==> src/rtl/parallel_port_interface_adapter_unit_assert.svh <==
// Assertion helpers for the adapter unit.
`ifndef PARALLEL_PORT_INTERFACE_ADAPTER_UNIT_ASSERT_SVH
`define PARALLEL_PORT_INTERFACE_ADAPTER_UNIT_ASSERT_SVH

// Consequent holds in the same cycle as the antecedent.
`define PPIAU_ASSERT_SAME(label, clk, rst_n, ante, cons) \
    label: assert property (@(posedge clk) disable iff (!(rst_n)) (ante) |-> (cons)) \
        else $error("ppiau same-cycle check failed");

// Consequent holds in the cycle after the antecedent.
`define PPIAU_ASSERT_NEXT(label, clk, rst_n, ante, cons) \
    label: assert property (@(posedge clk) disable iff (!(rst_n)) (ante) |=> (cons)) \
        else $error("ppiau next-cycle check failed");

`endif

==> src/rtl/ppiau_pkg.sv <==
`timescale 1ns / 1ps

package ppiau_pkg;

    localparam int unsigned MODE_W   = 3;
    localparam int unsigned OFFSET_W = 2;
    localparam int unsigned DATA_W   = 8;
    localparam int unsigned CTRL_W   = 6;
    localparam int unsigned APB_AW   = 3;
    localparam int unsigned APB_DW   = 32;

    // Control register bit positions
    localparam int unsigned CTL_C1_IRQ_EN = 0;
    localparam int unsigned CTL_C1_RISE   = 1;
    localparam int unsigned CTL_DATA_SEL  = 2;
    localparam int unsigned CTL_C2_BIT3   = 3;
    localparam int unsigned CTL_C2_BIT4   = 4;
    localparam int unsigned CTL_C2_OUT    = 5;

    // Configuration register indexes
    localparam logic [0:0] CFG_ALT_ORDER = 1'b0;

    typedef enum logic [MODE_W-1:0] {
        MODE_READ  = 3'd0,
        MODE_WRITE = 3'd1,
        MODE_PINSA = 3'd2,
        MODE_PINSB = 3'd3,
        MODE_CA1   = 3'd4,
        MODE_CA2   = 3'd5,
        MODE_CB1   = 3'd6,
        MODE_CB2   = 3'd7
    } t_mode;

    typedef enum logic [OFFSET_W-1:0] {
        REG_PORT_A = 2'd0,
        REG_CTRL_A = 2'd1,
        REG_PORT_B = 2'd2,
        REG_CTRL_B = 2'd3
    } t_reg_sel;

    typedef struct packed {
        logic [DATA_W-1:0] read_data;
        logic              irq_a;
        logic              irq_b;
        logic [DATA_W-1:0] port_a_drive;
        logic [DATA_W-1:0] port_b_drive;
        logic              port_a_update;
        logic              port_b_update;
        logic              ca2_level;
        logic              cb2_level;
        logic              ca2_pulse;
        logic              cb2_pulse;
    } t_result;

    // Alternate ordering swaps offsets 1 and 2.
    function automatic t_reg_sel f_decode_offset(input logic [OFFSET_W-1:0] off,
                                                 input logic alt);
        logic [OFFSET_W-1:0] sel;
        sel = alt ? {off[0], off[1]} : off;
        return t_reg_sel'(sel);
    endfunction

endpackage

==> src/rtl/ppiau_if.sv <==
`timescale 1ns / 1ps

interface ppiau_in_if;
    import ppiau_pkg::*;

    logic              valid;
    logic              ready;
    logic [MODE_W-1:0]   mode;
    logic [OFFSET_W-1:0] reg_offset;
    logic [DATA_W-1:0]   data_value;

    modport source (output valid, mode, reg_offset, data_value, input ready);
    modport sink   (input valid, mode, reg_offset, data_value, output ready);
endinterface

interface ppiau_out_if;
    import ppiau_pkg::*;

    logic              valid;
    logic              ready;
    logic [DATA_W-1:0] read_data;
    logic              irq_a;
    logic              irq_b;
    logic [DATA_W-1:0] port_a_drive;
    logic [DATA_W-1:0] port_b_drive;
    logic              port_a_update;
    logic              port_b_update;
    logic              ca2_level;
    logic              cb2_level;
    logic              ca2_pulse;
    logic              cb2_pulse;

    modport source (output valid, read_data, irq_a, irq_b, port_a_drive, port_b_drive,
                    port_a_update, port_b_update, ca2_level, cb2_level, ca2_pulse,
                    cb2_pulse, input ready);
    modport sink   (input valid, read_data, irq_a, irq_b, port_a_drive, port_b_drive,
                    port_a_update, port_b_update, ca2_level, cb2_level, ca2_pulse,
                    cb2_pulse, output ready);
endinterface

==> src/rtl/parallel_port_interface_adapter_unit.sv <==
`timescale 1ns / 1ps
// Channel   | Direction | Beat contents
// ----------+-----------+-----------------------------------------------
// i_in      | sink      | mode, reg_offset, data_value
// o_out     | source    | read_data, irq_a/b, port_a/b_drive, port_a/b_update,
//           |           | ca2/cb2_level, ca2/cb2_pulse
// APB       | slave     | register 0 (alternate_ordering) at byte address 0
//
// One beat in, one beat out; every input beat is handled in combinational logic
// between the unit's state registers and the result register, so a beat can be
// taken on every clock unless held off. The result lands in an output register
// backed by a single skid entry; input ready drops only while it is full.
// Synchronous active-low reset clears all port, control and flag state.

module parallel_port_interface_adapter_unit (
    input  logic                          i_clk,
    input  logic                          i_rst_n,
    ppiau_in_if.sink                      i_in,
    ppiau_out_if.source                   o_out,
    input  logic                          psel,
    input  logic                          penable,
    input  logic                          pwrite,
    input  logic [ppiau_pkg::APB_AW-1:0]  paddr,
    input  logic [ppiau_pkg::APB_DW-1:0]  pwdata,
    output logic [ppiau_pkg::APB_DW-1:0]  prdata,
    output logic                          pready
);
    import ppiau_pkg::*;

    // Configuration
    logic r_alt;

    // Port state
    logic [DATA_W-1:0] r_pins_a, r_pins_b, r_out_a, r_out_b, r_dir_a, r_dir_b;
    logic [DATA_W-1:0] n_pins_a, n_pins_b, n_out_a, n_out_b, n_dir_a, n_dir_b;
    logic [CTRL_W-1:0] r_ctl_a, r_ctl_b, n_ctl_a, n_ctl_b;
    logic [3:0]        r_lvl, n_lvl;      // CA1 CA2 CB1 CB2 input levels
    logic [3:0]        r_flags, n_flags;  // A1 A2 B1 B2 edge flags
    logic [1:0]        r_c2, n_c2;        // CA2, CB2 output levels

    // Result register and skid entry
    t_result r_res, r_skid, n_res;
    logic    r_res_v, r_skid_v;

    logic     in_acc, out_fire, cfg_wr, lvl;
    t_mode    mode;
    t_reg_sel sel;
    logic [DATA_W-1:0] d;

    // -------------------------------------------------------------------
    // Configuration port: zero wait states, index taken from paddr[2]
    // -------------------------------------------------------------------
    assign pready = 1'b1;
    assign cfg_wr = psel && penable && pwrite && pready;

    always_comb begin
        prdata = '0;
        if (paddr[2] == CFG_ALT_ORDER) begin
            prdata[0] = r_alt;
        end
    end

    // -------------------------------------------------------------------
    // Handshake: hold off input only while the skid entry is occupied
    // -------------------------------------------------------------------
    assign i_in.ready = !r_skid_v;
    assign in_acc     = i_in.valid && i_in.ready;
    assign out_fire   = r_res_v && o_out.ready;

    assign mode = t_mode'(i_in.mode);
    assign sel  = f_decode_offset(i_in.reg_offset, r_alt);
    assign d    = i_in.data_value;
    assign lvl  = |i_in.data_value;

    // -------------------------------------------------------------------
    // Next-state logic for one beat
    // -------------------------------------------------------------------
    always_comb begin
        n_pins_a = r_pins_a;
        n_pins_b = r_pins_b;
        n_out_a  = r_out_a;
        n_out_b  = r_out_b;
        n_dir_a  = r_dir_a;
        n_dir_b  = r_dir_b;
        n_ctl_a  = r_ctl_a;
        n_ctl_b  = r_ctl_b;
        n_lvl    = r_lvl;
        n_flags  = r_flags;
        n_c2     = r_c2;
        n_res    = '0;

        unique case (mode)
            MODE_READ: begin
                unique case (sel)
                    REG_PORT_A: begin
                        if (r_ctl_a[CTL_DATA_SEL]) begin
                            n_res.read_data = (r_out_a & r_dir_a) | (r_pins_a & ~r_dir_a);
                            n_flags[1:0]    = 2'b00;
                            // Strobe CA2 low; restore at once when enabled
                            if (r_ctl_a[CTL_C2_OUT] && !r_ctl_a[CTL_C2_BIT4]) begin
                                n_c2[0]         = r_ctl_a[CTL_C2_BIT3];
                                n_res.ca2_pulse = r_ctl_a[CTL_C2_BIT3];
                            end
                        end else begin
                            n_res.read_data = r_dir_a;
                        end
                    end
                    REG_PORT_B: begin
                        if (r_ctl_b[CTL_DATA_SEL]) begin
                            n_res.read_data = (r_out_b & r_dir_b) | (r_pins_b & ~r_dir_b);
                            n_flags[3:2]    = 2'b00;
                        end else begin
                            n_res.read_data = r_dir_b;
                        end
                    end
                    REG_CTRL_A: begin
                        n_res.read_data = {r_flags[0], r_flags[1] && !r_ctl_a[CTL_C2_OUT],
                                           r_ctl_a};
                    end
                    default: begin
                        n_res.read_data = {r_flags[2], r_flags[3] && !r_ctl_b[CTL_C2_OUT],
                                           r_ctl_b};
                    end
                endcase
            end
            MODE_WRITE: begin
                unique case (sel)
                    REG_PORT_A: begin
                        if (r_ctl_a[CTL_DATA_SEL]) begin
                            n_out_a             = d;
                            n_res.port_a_update = |r_dir_a;
                        end else if (r_dir_a != d) begin
                            n_dir_a             = d;
                            n_res.port_a_update = |d;
                        end
                    end
                    REG_PORT_B: begin
                        if (r_ctl_b[CTL_DATA_SEL]) begin
                            n_out_b             = d;
                            n_res.port_b_update = |r_dir_b;
                            if (r_ctl_b[CTL_C2_OUT] && !r_ctl_b[CTL_C2_BIT4]) begin
                                n_c2[1]         = r_ctl_b[CTL_C2_BIT3];
                                n_res.cb2_pulse = r_ctl_b[CTL_C2_BIT3];
                            end
                        end else if (r_dir_b != d) begin
                            n_dir_b             = d;
                            n_res.port_b_update = |d;
                        end
                    end
                    REG_CTRL_A: begin
                        // Drop the two flag bits; an output C2 follows bit 3
                        n_ctl_a = d[CTRL_W-1:0];
                        if (d[CTL_C2_OUT]) begin
                            n_c2[0] = d[CTL_C2_BIT3];
                        end
                    end
                    default: begin
                        n_ctl_b = d[CTRL_W-1:0];
                        if (d[CTL_C2_OUT]) begin
                            n_c2[1] = d[CTL_C2_BIT3];
                        end
                    end
                endcase
            end
            MODE_PINSA: n_pins_a = d;
            MODE_PINSB: n_pins_b = d;
            MODE_CA1: begin
                if (r_lvl[0] != lvl && lvl == r_ctl_a[CTL_C1_RISE]) begin
                    n_flags[0] = 1'b1;
                    // Restore CA2 in strobe mode with restore by CA1
                    if (r_ctl_a[CTL_C2_OUT] && !r_ctl_a[CTL_C2_BIT4]
                        && !r_ctl_a[CTL_C2_BIT3]) begin
                        n_c2[0] = 1'b1;
                    end
                end
                n_lvl[0] = lvl;
            end
            MODE_CA2: begin
                if (!r_ctl_a[CTL_C2_OUT] && r_lvl[1] != lvl
                    && lvl == r_ctl_a[CTL_C2_BIT4]) begin
                    n_flags[1] = 1'b1;
                end
                n_lvl[1] = lvl;
            end
            MODE_CB1: begin
                // CB1 flags only; CB2 is never restored from here
                if (r_lvl[2] != lvl && lvl == r_ctl_b[CTL_C1_RISE]) begin
                    n_flags[2] = 1'b1;
                end
                n_lvl[2] = lvl;
            end
            default: begin
                if (!r_ctl_b[CTL_C2_OUT] && r_lvl[3] != lvl
                    && lvl == r_ctl_b[CTL_C2_BIT4]) begin
                    n_flags[3] = 1'b1;
                end
                n_lvl[3] = lvl;
            end
        endcase

        // Status after the beat
        n_res.irq_a = (n_flags[0] && n_ctl_a[CTL_C1_IRQ_EN])
                    || (n_flags[1] && n_ctl_a[CTL_C2_BIT3]);
        n_res.irq_b = (n_flags[2] && n_ctl_b[CTL_C1_IRQ_EN])
                    || (n_flags[3] && n_ctl_b[CTL_C2_BIT3]);
        n_res.port_a_drive = n_out_a & n_dir_a;
        n_res.port_b_drive = n_out_b & n_dir_b;
        n_res.ca2_level    = n_c2[0];
        n_res.cb2_level    = n_c2[1];
    end

    // -------------------------------------------------------------------
    // State registers
    // -------------------------------------------------------------------
    always_ff @(posedge i_clk) begin
        if (!i_rst_n) begin
            r_alt    <= 1'b0;
            r_pins_a <= '0;
            r_pins_b <= '0;
            r_out_a  <= '0;
            r_out_b  <= '0;
            r_dir_a  <= '0;
            r_dir_b  <= '0;
            r_ctl_a  <= '0;
            r_ctl_b  <= '0;
            r_lvl    <= '0;
            r_flags  <= '0;
            r_c2     <= '0;
        end else begin
            if (cfg_wr && paddr[2] == CFG_ALT_ORDER) begin
                r_alt <= pwdata[0];
            end
            if (in_acc) begin
                r_pins_a <= n_pins_a;
                r_pins_b <= n_pins_b;
                r_out_a  <= n_out_a;
                r_out_b  <= n_out_b;
                r_dir_a  <= n_dir_a;
                r_dir_b  <= n_dir_b;
                r_ctl_a  <= n_ctl_a;
                r_ctl_b  <= n_ctl_b;
                r_lvl    <= n_lvl;
                r_flags  <= n_flags;
                r_c2     <= n_c2;
            end
        end
    end

    // -------------------------------------------------------------------
    // Result register with skid entry: advance skid when the head is taken
    // -------------------------------------------------------------------
    always_ff @(posedge i_clk) begin
        if (!i_rst_n) begin
            r_res_v  <= 1'b0;
            r_skid_v <= 1'b0;
        end else begin
            if (out_fire || !r_res_v) begin
                if (r_skid_v) begin
                    r_res_v  <= 1'b1;
                    r_skid_v <= in_acc;
                end else begin
                    r_res_v <= in_acc;
                end
            end else if (in_acc) begin
                r_skid_v <= 1'b1;
            end
        end
    end

    always_ff @(posedge i_clk) begin
        if (out_fire || !r_res_v) begin
            if (r_skid_v) begin
                r_res <= r_skid;
                if (in_acc) begin
                    r_skid <= n_res;
                end
            end else if (in_acc) begin
                r_res <= n_res;
            end
        end else if (in_acc) begin
            r_skid <= n_res;
        end
    end

    assign o_out.valid         = r_res_v;
    assign o_out.read_data     = r_res.read_data;
    assign o_out.irq_a         = r_res.irq_a;
    assign o_out.irq_b         = r_res.irq_b;
    assign o_out.port_a_drive  = r_res.port_a_drive;
    assign o_out.port_b_drive  = r_res.port_b_drive;
    assign o_out.port_a_update = r_res.port_a_update;
    assign o_out.port_b_update = r_res.port_b_update;
    assign o_out.ca2_level     = r_res.ca2_level;
    assign o_out.cb2_level     = r_res.cb2_level;
    assign o_out.ca2_pulse     = r_res.ca2_pulse;
    assign o_out.cb2_pulse     = r_res.cb2_pulse;

    // -------------------------------------------------------------------
    // Assertions
    // -------------------------------------------------------------------
`include "parallel_port_interface_adapter_unit_assert.svh"

    `PPIAU_ASSERT_SAME(a_skid_behind_head, i_clk, i_rst_n, r_skid_v, r_res_v)
    `PPIAU_ASSERT_NEXT(a_stall_fills_skid, i_clk, i_rst_n, r_res_v && !o_out.ready && in_acc, r_skid_v)
    `PPIAU_ASSERT_SAME(a_ca2_pulse_restored, i_clk, i_rst_n, r_res_v && r_res.ca2_pulse, r_res.ca2_level)
    `PPIAU_ASSERT_SAME(a_cb2_pulse_restored, i_clk, i_rst_n, r_res_v && r_res.cb2_pulse, r_res.cb2_level)

endmodule
==> src/flat_wrapper.sv <==
// flat-port wrapper written by rule: the top's interface ports become plain ports
module parallel_port_interface_adapter_unit_flat import ppiau_pkg::*;
  (i_clk, i_rst_n, psel, penable, pwrite, paddr, pwdata, prdata, pready, i_in_valid, i_in_mode, i_in_reg_offset, i_in_data_value, i_in_ready, o_out_valid, o_out_read_data, o_out_irq_a, o_out_irq_b, o_out_port_a_drive, o_out_port_b_drive, o_out_port_a_update, o_out_port_b_update, o_out_ca2_level, o_out_cb2_level, o_out_ca2_pulse, o_out_cb2_pulse, o_out_ready);
  ppiau_in_if i_in_i ();
  ppiau_out_if o_out_i ();
  input  logic i_clk;
  input  logic i_rst_n;
  input  logic psel;
  input  logic penable;
  input  logic pwrite;
  input  logic [ppiau_pkg::APB_AW-1:0] paddr;
  input  logic [ppiau_pkg::APB_DW-1:0] pwdata;
  output logic [ppiau_pkg::APB_DW-1:0] prdata;
  output logic pready;
  input wire logic [$bits(i_in_i.valid)-1:0] i_in_valid;
  input wire logic [$bits(i_in_i.mode)-1:0] i_in_mode;
  input wire logic [$bits(i_in_i.reg_offset)-1:0] i_in_reg_offset;
  input wire logic [$bits(i_in_i.data_value)-1:0] i_in_data_value;
  output wire logic [$bits(i_in_i.ready)-1:0] i_in_ready;
  output wire logic [$bits(o_out_i.valid)-1:0] o_out_valid;
  output wire logic [$bits(o_out_i.read_data)-1:0] o_out_read_data;
  output wire logic [$bits(o_out_i.irq_a)-1:0] o_out_irq_a;
  output wire logic [$bits(o_out_i.irq_b)-1:0] o_out_irq_b;
  output wire logic [$bits(o_out_i.port_a_drive)-1:0] o_out_port_a_drive;
  output wire logic [$bits(o_out_i.port_b_drive)-1:0] o_out_port_b_drive;
  output wire logic [$bits(o_out_i.port_a_update)-1:0] o_out_port_a_update;
  output wire logic [$bits(o_out_i.port_b_update)-1:0] o_out_port_b_update;
  output wire logic [$bits(o_out_i.ca2_level)-1:0] o_out_ca2_level;
  output wire logic [$bits(o_out_i.cb2_level)-1:0] o_out_cb2_level;
  output wire logic [$bits(o_out_i.ca2_pulse)-1:0] o_out_ca2_pulse;
  output wire logic [$bits(o_out_i.cb2_pulse)-1:0] o_out_cb2_pulse;
  input wire logic [$bits(o_out_i.ready)-1:0] o_out_ready;
  assign i_in_i.valid = i_in_valid;
  assign i_in_i.mode = i_in_mode;
  assign i_in_i.reg_offset = i_in_reg_offset;
  assign i_in_i.data_value = i_in_data_value;
  assign i_in_ready = i_in_i.ready;
  assign o_out_valid = o_out_i.valid;
  assign o_out_read_data = o_out_i.read_data;
  assign o_out_irq_a = o_out_i.irq_a;
  assign o_out_irq_b = o_out_i.irq_b;
  assign o_out_port_a_drive = o_out_i.port_a_drive;
  assign o_out_port_b_drive = o_out_i.port_b_drive;
  assign o_out_port_a_update = o_out_i.port_a_update;
  assign o_out_port_b_update = o_out_i.port_b_update;
  assign o_out_ca2_level = o_out_i.ca2_level;
  assign o_out_cb2_level = o_out_i.cb2_level;
  assign o_out_ca2_pulse = o_out_i.ca2_pulse;
  assign o_out_cb2_pulse = o_out_i.cb2_pulse;
  assign o_out_i.ready = o_out_ready;
  parallel_port_interface_adapter_unit u_core (.i_clk(i_clk), .i_rst_n(i_rst_n), .i_in(i_in_i), .o_out(o_out_i), .psel(psel), .penable(penable), .pwrite(pwrite), .paddr(paddr), .pwdata(pwdata), .prdata(prdata), .pready(pready));
endmodule
==> config.mk <==
export PLATFORM = sky130hd
export DESIGN_NAME = parallel_port_interface_adapter_unit_flat
export DESIGN_NICKNAME = d
export VERILOG_FILES = /design/src/rtl/ppiau_pkg.sv /design/src/rtl/ppiau_if.sv /design/src/rtl/parallel_port_interface_adapter_unit.sv /design/src/flat_wrapper.sv
export VERILOG_INCLUDE_DIRS = /design/src /design/src/rtl
export SDC_FILE = /design/constraint.sdc
export NUM_CORES = 1
export LEC_CHECK = 0
export BUFFER_PORTS_ARGS = -buffer_cell sky130_fd_sc_hd__buf_2
export CORE_ASPECT_RATIO = 1.75
export CORE_MARGIN = 3
export CORE_UTILIZATION = 53
export CTS_BUF_LIST = sky130_fd_sc_hd__clkbuf_8
export DETAILED_ROUTE_END_ITERATION = 8
export HOLD_SLACK_MARGIN = 0.03
export PLACE_DENSITY = 0.76
export SETUP_SLACK_MARGIN = 0.5
export SYNTH_ARGS = -nofsm -noshare
export SYNTH_HDL_FRONTEND = slang
export SYNTH_SLANG_ARGS = --single-unit
==> constraint.sdc <==
create_clock -name i_clk -period 5.1 [get_ports i_clk]
set_input_delay 0.255 -clock i_clk [delete_from_list [all_inputs] [get_ports i_clk]]
set_output_delay 0.255 -clock i_clk [all_outputs]
set_load 0.02 [all_outputs]
==> run summary <==
The signal on the critical path passes through clkinv_1 > buf_4 > nand2_1 > nor3_2 > mux2i_1 > nor2b_1. The slowest stage of the critical path is the nor3_2 cell. The tools report the highest clock frequency the design can meet as 0.338 GHz. 0 antenna diodes ended up in the layout. The filler cells instantiated in the layout total 1174. Registers are responsible for 49.8% of the overall power. The die is 161 um tall.

The worst register-to-register path has a depth of 6. After detailed routing, the average wire length per cell comes to 19.4 um. The worst pin sits at a relative slew slack of 27.5%.

In this design, the stage delay of the slowest critical-path cell is 910 ps. Switching power total: 576 uW. Number of design rule violations left after detail routing: 0. The tools report the global-route wire length before repair as 28200 um. IR analysis of the VDD net gives a maximum drop of 0.171 mV. After synthesis the netlist holds a flip-flop and latch count of 137.

Counting flops with a built-in enable in the synthesized netlist gives 64. Internal power comes to 1810 uW. Post-CTS repair changed the size of 0 cells. The H-tree was split into 4 levels. Portion of the post-synthesis area used by sequential elements: 46.5%. The max-capacitance violation count is 0, and the maximum number of pins on one net before global-route repair is 74. After layout, the worst path uses 58.1% of the clock period. The mean number of vias per cell was 5.98. The number of pins exceeding their max-slew limit in the final report came out at 0. The run gives 454 as the violation count after the first detailed-routing iteration. The tree is rooted in a clkbuf_8. The tools report the critical path endpoint category as a flip-flop. Buffers inserted to repair hold after CTS numbered 0.

STA classifies the critical path startpoint as a flip-flop. After detailed routing, the total wire length is 17700 um. The worst hold path passes through 3 cells.

The clock arrives with 10.2 ps of skew. Data on the critical path is required at its endpoint by 5430 ps. The total of buffers placed on input and output ports is 56. The power per unit of standard cell area was 303 nW/um^2; the width of the chip was 94.6 um. Across all hold checks on the routed design, the worst slack comes to 87.8 ps. The congestion estimate from routability-driven global placement came to 0.944. After synthesis, the netlist uses 70 different library cells.

The final instance area is 7890 sq um, and the global routing usage summed across all routing layers is 24.0%. The logs give 2 for the clock tree buffer depth and 699 for the count of mapped cells out of synthesis. After floorplanning, the core was divided into 56 placement rows.

The tools report the worst reg-to-reg setup slack as 2140 ps. Setup repair after global routing left no endpoint under its margin. The smallest clock period supported by the final layout is computed as 2960 ps. The logs give 0 for the post-CTS setup buffer count and 137 for the count of clock tree sinks. The clock network burns 41.4% of the power. The run gives 0 as the total count of hold-check failures in the final report. The setup path with the least slack is of type flip-flop to flip-flop. The depth of the critical timing path with buffers and inverters included is 6, and the count of warnings emitted by yosys is 0. The kind of cell adding the most delay to the critical path is simple AND/OR/NAND/NOR gates. The number of antenna violations at the first check in global routing came out at 0. The core region is 13500 sq um. Summed over all nets, the half-perimeter wirelength after detailed placement is 12300 um. For this design the top-level I/O count stands at 122.

The starting utilization of the core area was 54.1%. The transition time of the tightest slew-check pin is 1090 ps. Data arrives at the worst endpoint at 3290 ps. Each instance of the synthesized netlist takes up on average 10.4 sq um.

The tools report the number of search-and-repair iterations in the first detailed-routing pass as 5. For the setup violation total in the final timing report, the log shows 0. The post-placement cell area was 7450 sq um; the share of total power consumed by net switching was 24.1%. The flow ran to the end, and the final reports show no timing, DRC or antenna violations. Buffers inserted during clock tree synthesis total 17. In this run the worst path has a maximum fanout of 31.

The share of post-route cells with drive strength above 1 is 19.2%. After clock tree synthesis, the clock-pin slew on the worst setup and hold paths is 80 ps. The cell area that synthesis handed to floorplanning was 7280 sq um.

In the final design database the tool counted 782 nets. Worst hold-check path type: primary input to flip-flop. The prevailing post-synth register cell was dfxtp_1. The buffering stage count on the worst path with inverters included came out at 2. Compared with the post-synthesis result, the final layout area differs by 8.42%. Via count of the first global-routing pass: 5287.

The tools report the setup TNS as 0 ps. In this run the remaining antenna-violating nets after routing total 0. The insertion delay of the later-clocked pin in the worst-skew pair came out at 440 ps. Of all flip-flops after synthesis, the portion carrying an async set or reset was 0%. The count of vias placed by the detailed router was 5468.

The die covers 15200 sq um. Aggregate global routing overflow: 0. The run gives 8.8% as the power share of the combinational group. TritonCTS built the clock tree. In this run the static leakage power is 0.00321 uW.
[metrics by stage]
stage,std cells,setup WS [ps],power [uW],utilization [%]
6_report,914,2140,2390,58.7
3_3_place_gp,882,2220,1420,55.4
3_5_place_dp,882,2140,1420,55.4
5_1_grt,914,1920,2470,58.7
2_1_floorplan,729,2490,1380,-
4_1_cts,914,2130,2400,58.7
[power by group through the flow]
stage          registers, uW  clock network, uW  logic [uW]
2_1_floorplan           1230                  0         151
3_3_place_gp            1210                  0         205
3_5_place_dp            1210                  0         208
4_1_cts                 1190               1000         209
5_1_grt                 1190               1050         226
6_report                1190                990         211
[per-layer routing]
metal	vias to the layer above	routed length, um	GRT usage (%)
li1	2555	-	-
met1	2561	7050	30.1
met2	286	8550	39.3
met3	66	1240	4.66
met4	0	865	11.6
met5	-	0	0
[synth_stat cells (14+ instances only)]
cell type   n  area share [%]
edfxtp_1   64              26
o21ai_0    17             1.2
mux2_2     15             2.3
a21boi_0   14             1.4
a21oi_1    17             1.2
mux2i_1    55             7.6
nand2_1    56             2.9
nor2_1     26             1.3
dfxtp_1    73              20
and2_1     18             1.5
buf_4      33             3.4
nor2b_1    62             5.3
xor2_1     16             1.9
clkbuf_1   34             1.8
[path summary, 6_finish.rpt]
path	endpoint	start
max	u_core.r_pins_b[0]	u_core.r_skid_v
min	u_core.r_alt	pwdata[0]
max reg2reg	u_core.r_pins_b[0]	u_core.r_skid_v
min reg2reg	u_core.r_out_b[2]	u_core.r_out_b[2]
[worst reg2reg max path, cell delays in order (launching register included)]
cell and delay, ps:
dfxtp_1 630, clkinv_1 120, buf_4 310, nand2_1 520, nor3_2 920, mux2i_1 300, nor2b_1 60
[cells by family (layout without fill, tap and decap cells)]
| kind of cell | Yosys count | count (layout) | share of synthesized area [%] |
|---|---|---|---|
| other | 2 | 32 | 0.103 |
| flip-flops | 137 | 137 | 46.5 |
| XOR/XNOR | 16 | 16 | 1.92 |
| AO/OA/AOI/OAI | 166 | 166 | 17.1 |
| buffers and inverters | 92 | 103 | 7.06 |
| multiplexers | 70 | 70 | 9.88 |
| AND/OR/NAND/NOR | 216 | 216 | 17.4 |
[cell type report]
cell class | instances | area [sq um] | area share, %
flip-flops and latches | 137 | 3380 | 42.9
clock buffers | 17 | 234 | 2.96
repair buffers | 59 | 303 | 3.84
clock inverters | 15 | 210 | 2.66
multi-input cells | 500 | 3500 | 44.3
inverters | 12 | 45.0 | 0.571
well taps | 174 | 218 | 2.76
[registers in the layout (all words and copies together), names as in the netlist, 2 cells and up]
signal,cells
u_core.o_out.port_a_drive,8
u_core.o_out.port_b_drive,8
u_core.o_out.read_data,8
u_core.r_c2,2
u_core.r_ctl_a,6
u_core.r_ctl_b,6
u_core.r_dir_a,8
u_core.r_dir_b,8
u_core.r_flags,4
u_core.r_lvl,4
u_core.r_out_a,8
u_core.r_out_b,8
u_core.r_pins_a,8
u_core.r_pins_b,8
u_core.r_skid,32
[cells in the final DEF (no fill, tap or decap), types with 8 or more instances in the layout]
master / n
a21boi_0: 14
a21oi_1: 17
a31o_2: 9
a31oi_1: 11
and2_1: 18
buf_2: 56
clkbuf_8: 17
conb_1: 32
dfxtp_1: 73
edfxtp_1: 64
inv_1: 14
mux2_2: 15
mux2i_1: 55
nand2_1: 56
nor2_1: 25
nor2b_1: 61
o211ai_1: 10
o21a_1: 9
o21ai_0: 17
o21bai_1: 11
o221a_2: 8
o221ai_1: 11
o22a_1: 8
o22ai_1: 8
o31ai_1: 8
xor2_1: 16
Power figures use the tool's default switching activity.
